<file path="src/design/mte_pkg.sv">
package mte_pkg;

	localparam int TimeW     = 32;
	localparam int DigitW    = 7;
	localparam int NumDigits = 5;
	localparam int DeltaW    = DigitW * NumDigits;
	// bits of the top group that fall inside the 32-bit delta
	localparam int TopBits   = TimeW - DigitW * (NumDigits - 1);
	localparam int CntW      = 3;

	localparam logic [3:0] TYPE_PROGRAM_CHANGE = 4'hC;
	localparam logic [7:0] CONT_BIT            = 8'h80;
	localparam logic [7:0] EOT_META            = 8'hFF;
	localparam logic [7:0] EOT_TYPE            = 8'h2F;
	localparam logic [7:0] EOT_LEN             = 8'h00;
	localparam logic [7:0] EOT_DELTA           = 8'h00;

	typedef enum logic [2:0] {
		ST_IDLE,
		ST_WAIT,
		ST_DELTA,
		ST_STATUS,
		ST_DATA1,
		ST_DATA2,
		ST_EOT
	} enc_state_t;

	typedef struct packed {
		logic            done;
		logic [CntW-1:0] groups;
	} dstat_t;

	function automatic logic [7:0] eot_byte(input logic [1:0] idx);
		logic [7:0] b;
		case (idx)
			2'd0:    b = EOT_DELTA;
			2'd1:    b = EOT_META;
			2'd2:    b = EOT_TYPE;
			default: b = EOT_LEN;
		endcase
		return b;
	endfunction

endpackage

</file>
<file path="src/design/mte_if.sv">
interface mte_in_if;
	logic        valid;
	logic        ready;
	logic        action;
	logic [31:0] event_time;
	logic [3:0]  message_type;
	logic [3:0]  channel;
	logic [6:0]  first_data;
	logic [6:0]  second_data;

	modport source(output valid, action, event_time, message_type, channel, first_data,
		second_data, input ready);
	modport sink(input valid, action, event_time, message_type, channel, first_data,
		second_data, output ready);
endinterface

interface mte_out_if;
	logic       valid;
	logic       ready;
	logic [7:0] out_byte;
	logic       last_byte;

	modport source(output valid, out_byte, last_byte, input ready);
	modport sink(input valid, out_byte, last_byte, output ready);
endinterface

</file>
<file path="src/design/midi_track_event_encoder_core.sv">
// channel | dir | payload                                              | handshake
// evt     | in  | action, event_time, message_type, channel, data x2   | valid/ready
// trk     | out | out_byte, last_byte                                  | valid/ready
//
// one item at a time: a channel event is accepted, its delta is reckoned in the
// digit-serial subtractor (one 7-bit group a cycle) and handed off, then it is
// sent as 3 to 8 bytes; end of track sends 4 bytes.
// arst_n clears the controller, the output valid and the stored time to 0.
// a stall on trk holds the byte in the output register and freezes the sequencer while it has a byte to send.
module midi_track_event_encoder_core (
	input  logic       clk,
	input  logic       arst_n,
	mte_in_if.sink     evt,
	mte_out_if.source  trk
);

	mte_pkg::enc_state_t state_q, state_d;

	logic [mte_pkg::TimeW-1:0]  prev_time_q;
	logic [3:0]                 type_q, chan_q;
	logic [6:0]                 d1_q, d2_q;
	logic [mte_pkg::CntW-1:0]   grp_q, grp_d;
	logic [1:0]                 eot_q, eot_d;
	logic [7:0]                 ob_q;
	logic                       ol_q, ov_q;

	logic                       accept, start, can_emit, emit, emit_last;
	logic [7:0]                 emit_byte;
	logic [mte_pkg::DeltaW-1:0] delta;
	mte_pkg::dstat_t            dstat;
	logic [mte_pkg::DigitW-1:0] digit;

	mte_delta_sub u_sub (
		.clk       (clk),
		.arst_n    (arst_n),
		.start     (start),
		.cur_time  (evt.event_time),
		.prev_time (prev_time_q),
		.delta     (delta),
		.stat      (dstat)
	);

	assign accept   = evt.valid && evt.ready;
	assign start    = accept && !evt.action;
	assign can_emit = !ov_q || trk.ready;

	always_comb begin
		case (grp_q)
			3'd0:    digit = delta[0 +: mte_pkg::DigitW];
			3'd1:    digit = delta[mte_pkg::DigitW +: mte_pkg::DigitW];
			3'd2:    digit = delta[2*mte_pkg::DigitW +: mte_pkg::DigitW];
			3'd3:    digit = delta[3*mte_pkg::DigitW +: mte_pkg::DigitW];
			default: digit = delta[4*mte_pkg::DigitW +: mte_pkg::DigitW];
		endcase
	end

	always_comb begin
		state_d   = state_q;
		grp_d     = grp_q;
		eot_d     = eot_q;
		emit      = 1'b0;
		emit_last = 1'b0;
		emit_byte = '0;
		evt.ready = 1'b0;
		case (state_q)
			mte_pkg::ST_IDLE: begin
				evt.ready = 1'b1;
				if (evt.valid) begin
					eot_d   = '0;
					state_d = evt.action ? mte_pkg::ST_EOT : mte_pkg::ST_WAIT;
				end
			end
			mte_pkg::ST_WAIT: begin
				if (dstat.done) begin
					grp_d   = dstat.groups - mte_pkg::CntW'(1);
					state_d = mte_pkg::ST_DELTA;
				end
			end
			mte_pkg::ST_DELTA: begin
				if (can_emit) begin
					emit      = 1'b1;
					emit_byte = {1'b0, digit} | ((grp_q != '0) ? mte_pkg::CONT_BIT : 8'h00);
					if (grp_q == '0) begin
						state_d = mte_pkg::ST_STATUS;
					end else begin
						grp_d = grp_q - mte_pkg::CntW'(1);
					end
				end
			end
			mte_pkg::ST_STATUS: begin
				if (can_emit) begin
					emit      = 1'b1;
					emit_byte = {type_q, chan_q};
					state_d   = mte_pkg::ST_DATA1;
				end
			end
			mte_pkg::ST_DATA1: begin
				if (can_emit) begin
					emit      = 1'b1;
					emit_byte = {1'b0, d1_q};
					emit_last = (type_q == mte_pkg::TYPE_PROGRAM_CHANGE);
					state_d   = emit_last ? mte_pkg::ST_IDLE : mte_pkg::ST_DATA2;
				end
			end
			mte_pkg::ST_DATA2: begin
				if (can_emit) begin
					emit      = 1'b1;
					emit_byte = {1'b0, d2_q};
					emit_last = 1'b1;
					state_d   = mte_pkg::ST_IDLE;
				end
			end
			mte_pkg::ST_EOT: begin
				if (can_emit) begin
					emit      = 1'b1;
					emit_byte = mte_pkg::eot_byte(eot_q);
					emit_last = (eot_q == 2'd3);
					eot_d     = eot_q + 2'd1;
					if (emit_last) begin
						state_d = mte_pkg::ST_IDLE;
					end
				end
			end
			default: begin
				state_d = mte_pkg::ST_IDLE;
			end
		endcase
	end

	always_ff @(posedge clk or negedge arst_n) begin
		if (!arst_n) begin
			state_q     <= mte_pkg::ST_IDLE;
			grp_q       <= '0;
			eot_q       <= '0;
			prev_time_q <= '0;
			ov_q        <= 1'b0;
		end else begin
			state_q <= state_d;
			grp_q   <= grp_d;
			eot_q   <= eot_d;
			if (accept) begin
				prev_time_q <= evt.action ? '0 : evt.event_time;
			end
			if (emit) begin
				ov_q <= 1'b1;
			end else if (trk.ready) begin
				ov_q <= 1'b0;
			end
		end
	end

	always_ff @(posedge clk) begin
		if (start) begin
			type_q <= evt.message_type;
			chan_q <= evt.channel;
			d1_q   <= evt.first_data;
			d2_q   <= evt.second_data;
		end
		if (emit) begin
			ob_q <= emit_byte;
			ol_q <= emit_last;
		end
	end

	assign trk.valid     = ov_q;
	assign trk.out_byte  = ob_q;
	assign trk.last_byte = ol_q;

	a_start_wait: assert property (@(posedge clk) disable iff (!arst_n)
		start |=> (state_q == mte_pkg::ST_WAIT))
		else $error("channel event transfer did not start the subtractor");
	a_no_overwrite: assert property (@(posedge clk) disable iff (!arst_n)
		!(emit && ov_q && !trk.ready))
		else $error("output byte overwritten while stalled");
	a_last_idle: assert property (@(posedge clk) disable iff (!arst_n)
		(emit && emit_last) |=> (state_q == mte_pkg::ST_IDLE))
		else $error("sequencer did not return to idle after last byte");
	a_grp_range: assert property (@(posedge clk) disable iff (!arst_n)
		(state_q == mte_pkg::ST_DELTA) |-> (grp_q < mte_pkg::CntW'(mte_pkg::NumDigits)))
		else $error("delta group index out of range");

endmodule

</file>
<file path="src/design/mte_delta_sub.sv">
module mte_delta_sub (
	input  logic                            clk,
	input  logic                            arst_n,
	input  logic                            start,
	input  logic [mte_pkg::TimeW-1:0]       cur_time,
	input  logic [mte_pkg::TimeW-1:0]       prev_time,
	output logic [mte_pkg::DeltaW-1:0]      delta,
	output mte_pkg::dstat_t                 stat
);

	localparam int PadW = mte_pkg::DeltaW - mte_pkg::TimeW;

	logic [mte_pkg::DeltaW-1:0] a_q, b_q, d_q;
	logic                       borrow_q;
	logic                       busy_q, done_q;
	logic [mte_pkg::CntW-1:0]   cnt_q, groups_q;
	logic [mte_pkg::DigitW:0]   diff;
	logic [mte_pkg::DigitW-1:0] dig;
	logic                       last_dig;

	// one 7-bit digit a cycle, least significant first, borrow rippled through a flop
	assign diff = {1'b0, a_q[mte_pkg::DigitW-1:0]} - {1'b0, b_q[mte_pkg::DigitW-1:0]}
		- {{mte_pkg::DigitW{1'b0}}, borrow_q};
	assign last_dig = (cnt_q == mte_pkg::CntW'(mte_pkg::NumDigits - 1));

	always_comb begin
		dig = diff[mte_pkg::DigitW-1:0];
		// drop borrow bits above bit 31 so the delta wraps mod 2^32
		if (last_dig) begin
			dig = {{(mte_pkg::DigitW - mte_pkg::TopBits){1'b0}}, diff[mte_pkg::TopBits-1:0]};
		end
	end

	always_ff @(posedge clk or negedge arst_n) begin
		if (!arst_n) begin
			busy_q   <= 1'b0;
			done_q   <= 1'b0;
			cnt_q    <= '0;
			groups_q <= mte_pkg::CntW'(1);
			borrow_q <= 1'b0;
		end else if (start) begin
			busy_q   <= 1'b1;
			done_q   <= 1'b0;
			cnt_q    <= '0;
			groups_q <= mte_pkg::CntW'(1);
			borrow_q <= 1'b0;
		end else if (busy_q) begin
			borrow_q <= diff[mte_pkg::DigitW];
			cnt_q    <= cnt_q + mte_pkg::CntW'(1);
			if (dig != '0) begin
				groups_q <= cnt_q + mte_pkg::CntW'(1);
			end
			if (last_dig) begin
				busy_q <= 1'b0;
				done_q <= 1'b1;
			end
		end
	end

	always_ff @(posedge clk) begin
		if (start) begin
			a_q <= {{PadW{1'b0}}, cur_time};
			b_q <= {{PadW{1'b0}}, prev_time};
		end else if (busy_q) begin
			a_q <= a_q >> mte_pkg::DigitW;
			b_q <= b_q >> mte_pkg::DigitW;
			d_q <= {dig, d_q[mte_pkg::DeltaW-1:mte_pkg::DigitW]};
		end
	end

	assign delta       = d_q;
	assign stat.done   = done_q;
	assign stat.groups = groups_q;

	a_done_idle: assert property (@(posedge clk) disable iff (!arst_n)
		!(busy_q && done_q)) else $error("delta unit busy and done together");
	a_finish: assert property (@(posedge clk) disable iff (!arst_n)
		(busy_q && last_dig && !start) |=> (done_q && !busy_q))
		else $error("delta unit did not finish after last digit");
	a_groups: assert property (@(posedge clk) disable iff (!arst_n)
		done_q |-> (groups_q != '0 && groups_q <= mte_pkg::CntW'(mte_pkg::NumDigits)))
		else $error("group count out of range");

endmodule
</file>
<file path="src/flat_wrapper.sv">
// flat-port wrapper written by rule: the top's interface ports become plain ports
module midi_track_event_encoder_core_flat 
  (clk, arst_n, evt_valid, evt_action, evt_event_time, evt_message_type, evt_channel, evt_first_data, evt_second_data, evt_ready, trk_valid, trk_out_byte, trk_last_byte, trk_ready);
  mte_in_if evt_i ();
  mte_out_if trk_i ();
  input  logic clk;
  input  logic arst_n;
  input wire logic [$bits(evt_i.valid)-1:0] evt_valid;
  input wire logic [$bits(evt_i.action)-1:0] evt_action;
  input wire logic [$bits(evt_i.event_time)-1:0] evt_event_time;
  input wire logic [$bits(evt_i.message_type)-1:0] evt_message_type;
  input wire logic [$bits(evt_i.channel)-1:0] evt_channel;
  input wire logic [$bits(evt_i.first_data)-1:0] evt_first_data;
  input wire logic [$bits(evt_i.second_data)-1:0] evt_second_data;
  output wire logic [$bits(evt_i.ready)-1:0] evt_ready;
  output wire logic [$bits(trk_i.valid)-1:0] trk_valid;
  output wire logic [$bits(trk_i.out_byte)-1:0] trk_out_byte;
  output wire logic [$bits(trk_i.last_byte)-1:0] trk_last_byte;
  input wire logic [$bits(trk_i.ready)-1:0] trk_ready;
  assign evt_i.valid = evt_valid;
  assign evt_i.action = evt_action;
  assign evt_i.event_time = evt_event_time;
  assign evt_i.message_type = evt_message_type;
  assign evt_i.channel = evt_channel;
  assign evt_i.first_data = evt_first_data;
  assign evt_i.second_data = evt_second_data;
  assign evt_ready = evt_i.ready;
  assign trk_valid = trk_i.valid;
  assign trk_out_byte = trk_i.out_byte;
  assign trk_last_byte = trk_i.last_byte;
  assign trk_i.ready = trk_ready;
  midi_track_event_encoder_core u_core (.clk(clk), .arst_n(arst_n), .evt(evt_i), .trk(trk_i));
endmodule
</file>
<file path="config.mk">
export PLATFORM = sky130hd
export DESIGN_NAME = midi_track_event_encoder_core_flat
export DESIGN_NICKNAME = d
export VERILOG_FILES = /design/src/design/mte_pkg.sv /design/src/design/mte_if.sv /design/src/design/midi_track_event_encoder_core.sv /design/src/design/mte_delta_sub.sv /design/src/flat_wrapper.sv
export SDC_FILE = /design/constraint.sdc
export NUM_CORES = 1
export LEC_CHECK = 0
export BUFFER_PORTS_ARGS = -buffer_cell sky130_fd_sc_hd__buf_2
export CELL_PAD_IN_SITES_DETAIL_PLACEMENT = 0
export CELL_PAD_IN_SITES_GLOBAL_PLACEMENT = 1
export CORE_UTILIZATION = 24
export DETAILED_ROUTE_END_ITERATION = 12
export GPL_ROUTABILITY_DRIVEN = 0
export PLACE_DENSITY_LB_ADDON = 0.15
export SYNTH_ARGS = -nofsm -noshare
export SYNTH_HDL_FRONTEND = slang
export SYNTH_HIERARCHICAL = 1
export SYNTH_SLANG_ARGS = --single-unit
export TNS_END_PERCENT = 50
</file>
<file path="constraint.sdc">
create_clock -name clk -period 7 [get_ports clk]
set_input_delay 0.7 -clock clk [delete_from_list [all_inputs] [get_ports clk]]
set_output_delay 0.7 -clock clk [all_outputs]
set_load 0.02 [all_outputs]
</file>
# Word level (Yosys, flattened, before mapping)
# Index checks and enable logic that the tools add are counted.
# totals
regBits	180
output_inout_bits	11
in_bits	59
# op_classes
n_eq_ne	24
reduce_logical	22
n_mux	55
bitwise	2
addsub	6
# ops
operator	count
32-bit 2-to-1 mux	5
3-bit 2-to-1 mux	19
8-bit case mux with 5 select lines	1
8-bit 2-to-1 mux	4
7-bit case mux with 4 select lines	1
7-bit 2-to-1 mux	3
3-bit case mux with 7 select lines	1
8-bit case mux with 2 select lines	1
1-bit 2-to-1 mux	15
2-bit by 1-bit inequality test with 1-bit output (second input constant)	7
3-bit by 2-bit == test with 1-bit output (second input constant)	4
3-bit == test (second input constant)	4
2-bit nonzero test	6
9-bit AND reduction	1
7-bit by 8-bit OR with 8-bit output	1
7-bit by 7-bit subtractor with 8-bit output	1
8-bit by 1-bit subtractor with 8-bit output	1
7-bit nonzero test	1
3-bit by 1-bit == test with 1-bit output (second input constant)	2
3-bit zero test	2
2-bit inequality test (second input constant)	3
3-bit case mux with 2 select lines	1
2-bit AND reduction	3
3-bit by 1-bit subtractor with 3-bit output (second input constant)	2
16 further kinds	20

# Depth between registers and ports, before layout
# depth
ltp_word	7
ltp_mapped	11

# By module
# Netlist, hierarchy kept.
# by_module_without_submodules
module	instances	area_each_um2	cells_each
mte_delta_sub	1	4594.4	282
midi_track_event_encoder_core	1	3682.3	352

# Worst setup path before layout
# Ideal clock, no wire load.
# synth_path
kind	register -> register
from	register u_core.state_q[0]
to	register u_core/u_sub/groups_q[2] (netlist bit)
period_less_slack_ns	4.127
setup_slack_ns	2.873
arrival_ns	4.005
path_buffers	4
stages_incl_launch_ff	11
cell_sequence	dfrtp_1 > buf_6 > nor3_2 > nand2_1 > buf_2 > buf_6 > nor2_1 > buf_2 > or2_2 > o31ai_1 > a32o_1
# synth_between
elab_chain_len	6
elab_cells_between_ends	8
# synth_lines
item	line_no	text
start: declaration	midi_track_event_encoder_core.sv:17	mte_pkg::enc_state_t state_q, state_d;
start signal: assignment	midi_track_event_encoder_core.sv:132	state_q <= mte_pkg::ST_IDLE;
start signal: assignment	midi_track_event_encoder_core.sv:138	state_q <= state_d;
3-bit zero test *	midi_track_event_encoder_core.sv:65	case (state_q)
1-bit 2-to-1 mux *	midi_track_event_encoder_core.sv:65	
via evt_ready	flat_wrapper.sv:15	output wire logic [$bits(evt_i.ready)-1:0] evt_ready;
1-bit logical AND *	midi_track_event_encoder_core.sv:43	assign accept = evt.valid && evt.ready;
1-bit logical AND *	midi_track_event_encoder_core.sv:44	assign start = accept && !evt.action;
via u_core.start	midi_track_event_encoder_core.sv:27	logic accept, start, can_emit, emit, emit_last;
2-bit nonzero test (no source line)	-	
2-bit AND reduction (no source line)	-	
end signal: assignment	mte_delta_sub.sv:39	groups_q <= mte_pkg::CntW'(1);
end signal: assignment	mte_delta_sub.sv:45	groups_q <= mte_pkg::CntW'(1);
end signal: assignment	mte_delta_sub.sv:51	groups_q <= cnt_q + mte_pkg::CntW'(1);
end: declaration	mte_delta_sub.sv:16	logic [mte_pkg::CntW-1:0] cnt_q, groups_q;
# The timed path passes the listed nets; every way through them passes the cells marked *.
# A chain may end at the register's enable or synchronous reset.

# Worst setup path in the final report
# layout_path
from	register u_core.state_q[0]
to	register u_core/u_sub/a_q[1] (netlist bit) (enable)
# layout_between
elab_chain_len	5
# layout_lines
item	line_no	text
3-bit zero test	midi_track_event_encoder_core.sv:65	
1-bit 2-to-1 mux	midi_track_event_encoder_core.sv:65	
1-bit logical AND	midi_track_event_encoder_core.sv:43	
1-bit logical AND	midi_track_event_encoder_core.sv:44	
via u_core.start	midi_track_event_encoder_core.sv:27	
2-bit nonzero test (no source line)	-	
end signal: assignment	mte_delta_sub.sv:62	a_q <= {{PadW{1'b0}}, cur_time};
end signal: assignment	mte_delta_sub.sv:65	a_q <= a_q >> mte_pkg::DigitW;
end: declaration	mte_delta_sub.sv:13	logic [mte_pkg::DeltaW-1:0] a_q, b_q, d_q;
# The timed path passes the listed nets, and every way through them passes these cells.

==> results.sh <==
export IMPL_worst_path_most_repeated_cell="buf_4"
export IMPL_via_count=4917
export IMPL_ir_worst_vdd_v=0.000214
export IMPL_setup_tns_ps=0
export IMPL_area_delta_synth_final_pct=17.1
export IMPL_switching_share=0.340
export IMPL_fmax_ghz=0.259
export IMPL_required_ps=7060
export IMPL_fin_nets=776
export IMPL_report_final_slew_viol_count=0
export IMPL_post_cts_buffers=0
export IMPL_power_frac_seq=0.433
export IMPL_max_slew_margin=0.337
export IMPL_dr_pass1_iters=4
export IMPL_post_synth_xor_area_fraction=0.00741
export IMPL_yosysTopAreaCell="edfxtp_1"
export IMPL_synthesis_instances=634
export IMPL_postLayoutSetupSlackWorst_ps=3140
export IMPL_vias_per_cell=4.26
export IMPL_ys_top_cells_by_area="edfxtp_1 (47%), dfrtp_1 (15%), mux2_2 (6.8%), ha_1 (3.3%), nand2b_1 (3.0%)"
export IMPL_post_cts_resized=0
export IMPL_hold_viol=0
export IMPL_cp_cell_sequence="nor3_2, nand2_2, buf_4, nor2_4, or2_2, buf_4"
export IMPL_ys_warn_count=6
export IMPL_timing_final_crit_period_ps=3860
export IMPL_end_kind="flop"
export IMPL_final_common_cell="edfxtp_1"
export IMPL_post_place_ws_ps=2980
export IMPL_path_class="flop to flop"
export IMPL_synth_edf_count=130
export IMPL_fin_skew_ps=9.99
export IMPL_drtAntennaViolNets=0
export IMPL_grt_pass1_vias=5182
export IMPL_antenna_cells=0
export IMPL_cts_root_buf="clkbuf_16"
export IMPL_worstSetupEndpoint="u_core/u_sub/a_q[1]"
export IMPL_synth_top_area_frac=0.472
export IMPL_start_util=0.246
export IMPL_ff2ff_path_depth=6
export IMPL_grt_pass1_wl_um=29200
export IMPL_fin_crit_sh=0.551
export IMPL_rsz0062_at_grt="false"
export IMPL_row_count=67
export IMPL_dp_hpwl_um=11500
export IMPL_grt_start_max_net_pins=68
export IMPL_drt_iter0_drc=206
export IMPL_synth_top_family_by_area="simple AND/OR/NAND/NOR gates"
export IMPL_clkPwrFrac=0.247
export IMPL_start_kind="flop"
export IMPL_cts_sinks=180
export IMPL_fp_dieH_um=188
export IMPL_crit_start="u_core/state_q[0]"
export IMPL_reg2reg_from="u_core/state_q[0]"
export IMPL_pwr_share_comb=0.321
export IMPL_portBuffers=69
export IMPL_cts_made_buffers=17
export IMPL_die_area_um2=35200
export IMPL_tritoncts="built"
export IMPL_synth_mux_area_frac=0.0856
export IMPL_utilization=0.288
export IMPL_hp_class="primary input to asynchronous set/reset pin"
export IMPL_ys_types=69
export IMPL_synthesis_area_um2=8280
export IMPL_syn_area_per_cell_um2=13.1
export IMPL_wl_um=17700
export IMPL_coreArea_um2=33700
export IMPL_async_flop_share=0.278
export IMPL_hold_buffers=0
export IMPL_syn_num_nets=717
export IMPL_drive_gt1_frac=0.246
export IMPL_worst_slew_pin_slew_ps=994
export IMPL_slowest_delay_ps=770
export IMPL_status="finished clean"
export IMPL_cap_violations=0
export IMPL_setup_viol=0
export IMPL_worstReg2RegEnd="u_core/u_sub/a_q[1]"
export IMPL_rrSetupSlack_ps=3140
export IMPL_clk_latency_ps=430
export IMPL_cp_arrival_ps=3920
export IMPL_die_w_um=188
export IMPL_synth_simple_area_share=0.109
export IMPL_overflow=0
export IMPL_drcViolationCount=0
export IMPL_cp_max_fo=67
export IMPL_mostFrequentLayoutCells="edfxtp_1 (130), buf_2 (69), mux2_2 (50), dfrtp_1 (49), nand2_1 (48)"
export IMPL_ys_ff_latch=180
export IMPL_antenna_found_initial=0
export IMPL_synth_seq_area_share=0.623
export IMPL_post_drt_wl_per_cell_um=15.3
export IMPL_clkTransAtPathRegs_ps=70
export IMPL_synth_flop_cell="edfxtp_1"
export IMPL_power_density_nw_per_um2=440
export IMPL_ios=70
export IMPL_grt_usage=0.106
export IMPL_synthAdderAreaFrac=0.0381
export IMPL_p_leak_nw=3.72
export IMPL_crit_slowest_cell="nor2_4"
export IMPL_p_sw_w=0.00145
export IMPL_htreeDepth=4
export IMPL_intPower_w=0.00281
export IMPL_synth_compound_area_share=0.0981
export IMPL_clk_path_buf_depth=2
==> sequential cells by signal (all words and copies together), names as in the netlist <==
name	flops
u_core/trk.last_byte	1
u_core/type_q	4
u_core/u_sub/busy_q	1
u_core/u_sub/b_q	32
u_core/u_sub/done_q	1
u_core/u_sub/groups_q	3
u_core/trk.valid	1
u_core/state_q	3
u_core/prev_time_q	32
u_core/u_sub/cnt_q	3
u_core/eot_q	2
u_core/u_sub/borrow_q	1
u_core/d1_q	7
u_core/u_sub/delta	35
u_core/u_sub/a_q	32
u_core/grp_q	3
u_core/chan_q	4
u_core/d2_q	7
u_core/trk.out_byte	8
==> worst min-delay path by stage <==
| stage | startpoint | endpoint | slack (ps) |
|---|---|---|---|
| 2_1_floorplan | arst_n | u_core/eot_q[0] | 400 |
| 4_1_cts | evt_second_data[0] | u_core/d2_q[0] | 420 |
| 6_report | arst_n | u_core/prev_time_q[31] | 440 |
| 3_5_place_dp | u_core/u_sub/delta[14] | u_core/u_sub/delta[7] | 440 |
| 5_1_grt | evt_first_data[6] | u_core/d1_q[6] | 420 |
| 3_3_place_gp | u_core/u_sub/delta[14] | u_core/u_sub/delta[7] | 430 |
==> final cells by class <==
class,instances,area (µm²)
clock inverter,11,160
fill,3477,24000
inverter,32,120
sequential,180,5160
multi-input combinational,387,2810
timing repair buffer,75,390
tap,448,561
clock buffer,21,492
==> kinds of logic (layout without fill, tap and decap cells) <==
| logic type | count (synthesis) | after routing |
|---|---|---|
| buffers and inverters | 67 | 139 |
| DFF | 180 | 180 |
| adders and majority gates | 24 | 24 |
| and+or+nand+nor | 167 | 167 |
| xor gates and xnor gates | 7 | 7 |
| muxes | 64 | 64 |
| AOI/OAI and AO/OA | 125 | 125 |
==> through the flow <==
step	power [W]	hold slack, ps	std cells	area [µm²]
CTS	0.00434	422	1154	9690
finish	0.00426	438	1154	9690
global route	0.00459	423	1154	9690
global placement	0.00324	430	1122	9040
floorplan	0.00286	404	634	8280
detailed placement	0.00327	437	1122	9040
==> power by group through the flow <==
stage / logic (W) / clock network (W) / registers [W]
floorplan: 0.00105 / 0 / 0.00181
finish: 0.00137 / 0.00105 / 0.00184
global placement: 0.00137 / 0 / 0.00186
global route: 0.00157 / 0.00112 / 0.00190
CTS: 0.00141 / 0.00109 / 0.00185
detailed placement: 0.00140 / 0 / 0.00187
==> per-layer routing <==
metal  up-vias  track usage  wire [µm]  share of wire
met1      2390        0.144       8660           0.49
met5         -            0          0              0
met2        97        0.167       8020           0.45
met4         0       0.0322        276          0.016
li1       2416            -          -              -
met3        14       0.0262        739          0.042
==> synthesized netlist by cell type, drive strengths merged, types with 2 or more instances <==
cell type and n:
edfxtp 130, mux2 51, dfrtp 49, nand2 49, o21ai 47, nand2b 40, inv 32, a21oi 23
buf 22, ha 22, nor2 22, and2 16, a22oi 14, clkbuf 13, mux2i 13, nand3 7
a21o 6, nand3b 5, nor3 5, o22ai 5, xor2 5, nor2b 4, a211oi 3, a31oi 3
a32oi 3, and3 3, nor3b 3, o31ai 3, or2 3, or3 3, a2111oi 2, a21boi 2
fa 2, o211ai 2, o22a 2, xnor2 2
==> worst max-delay path, delay by kind of cell, from the launching register on <==
| kind | cells | cell delay [ps] |
|---|---|---|
| AND/OR/NAND/NOR | 4 | 1730 |
| buffers and inverters | 2 | 930 |
| flip-flops | 1 | 750 |
No activity file was read; power rests on OpenSTA's default activity.
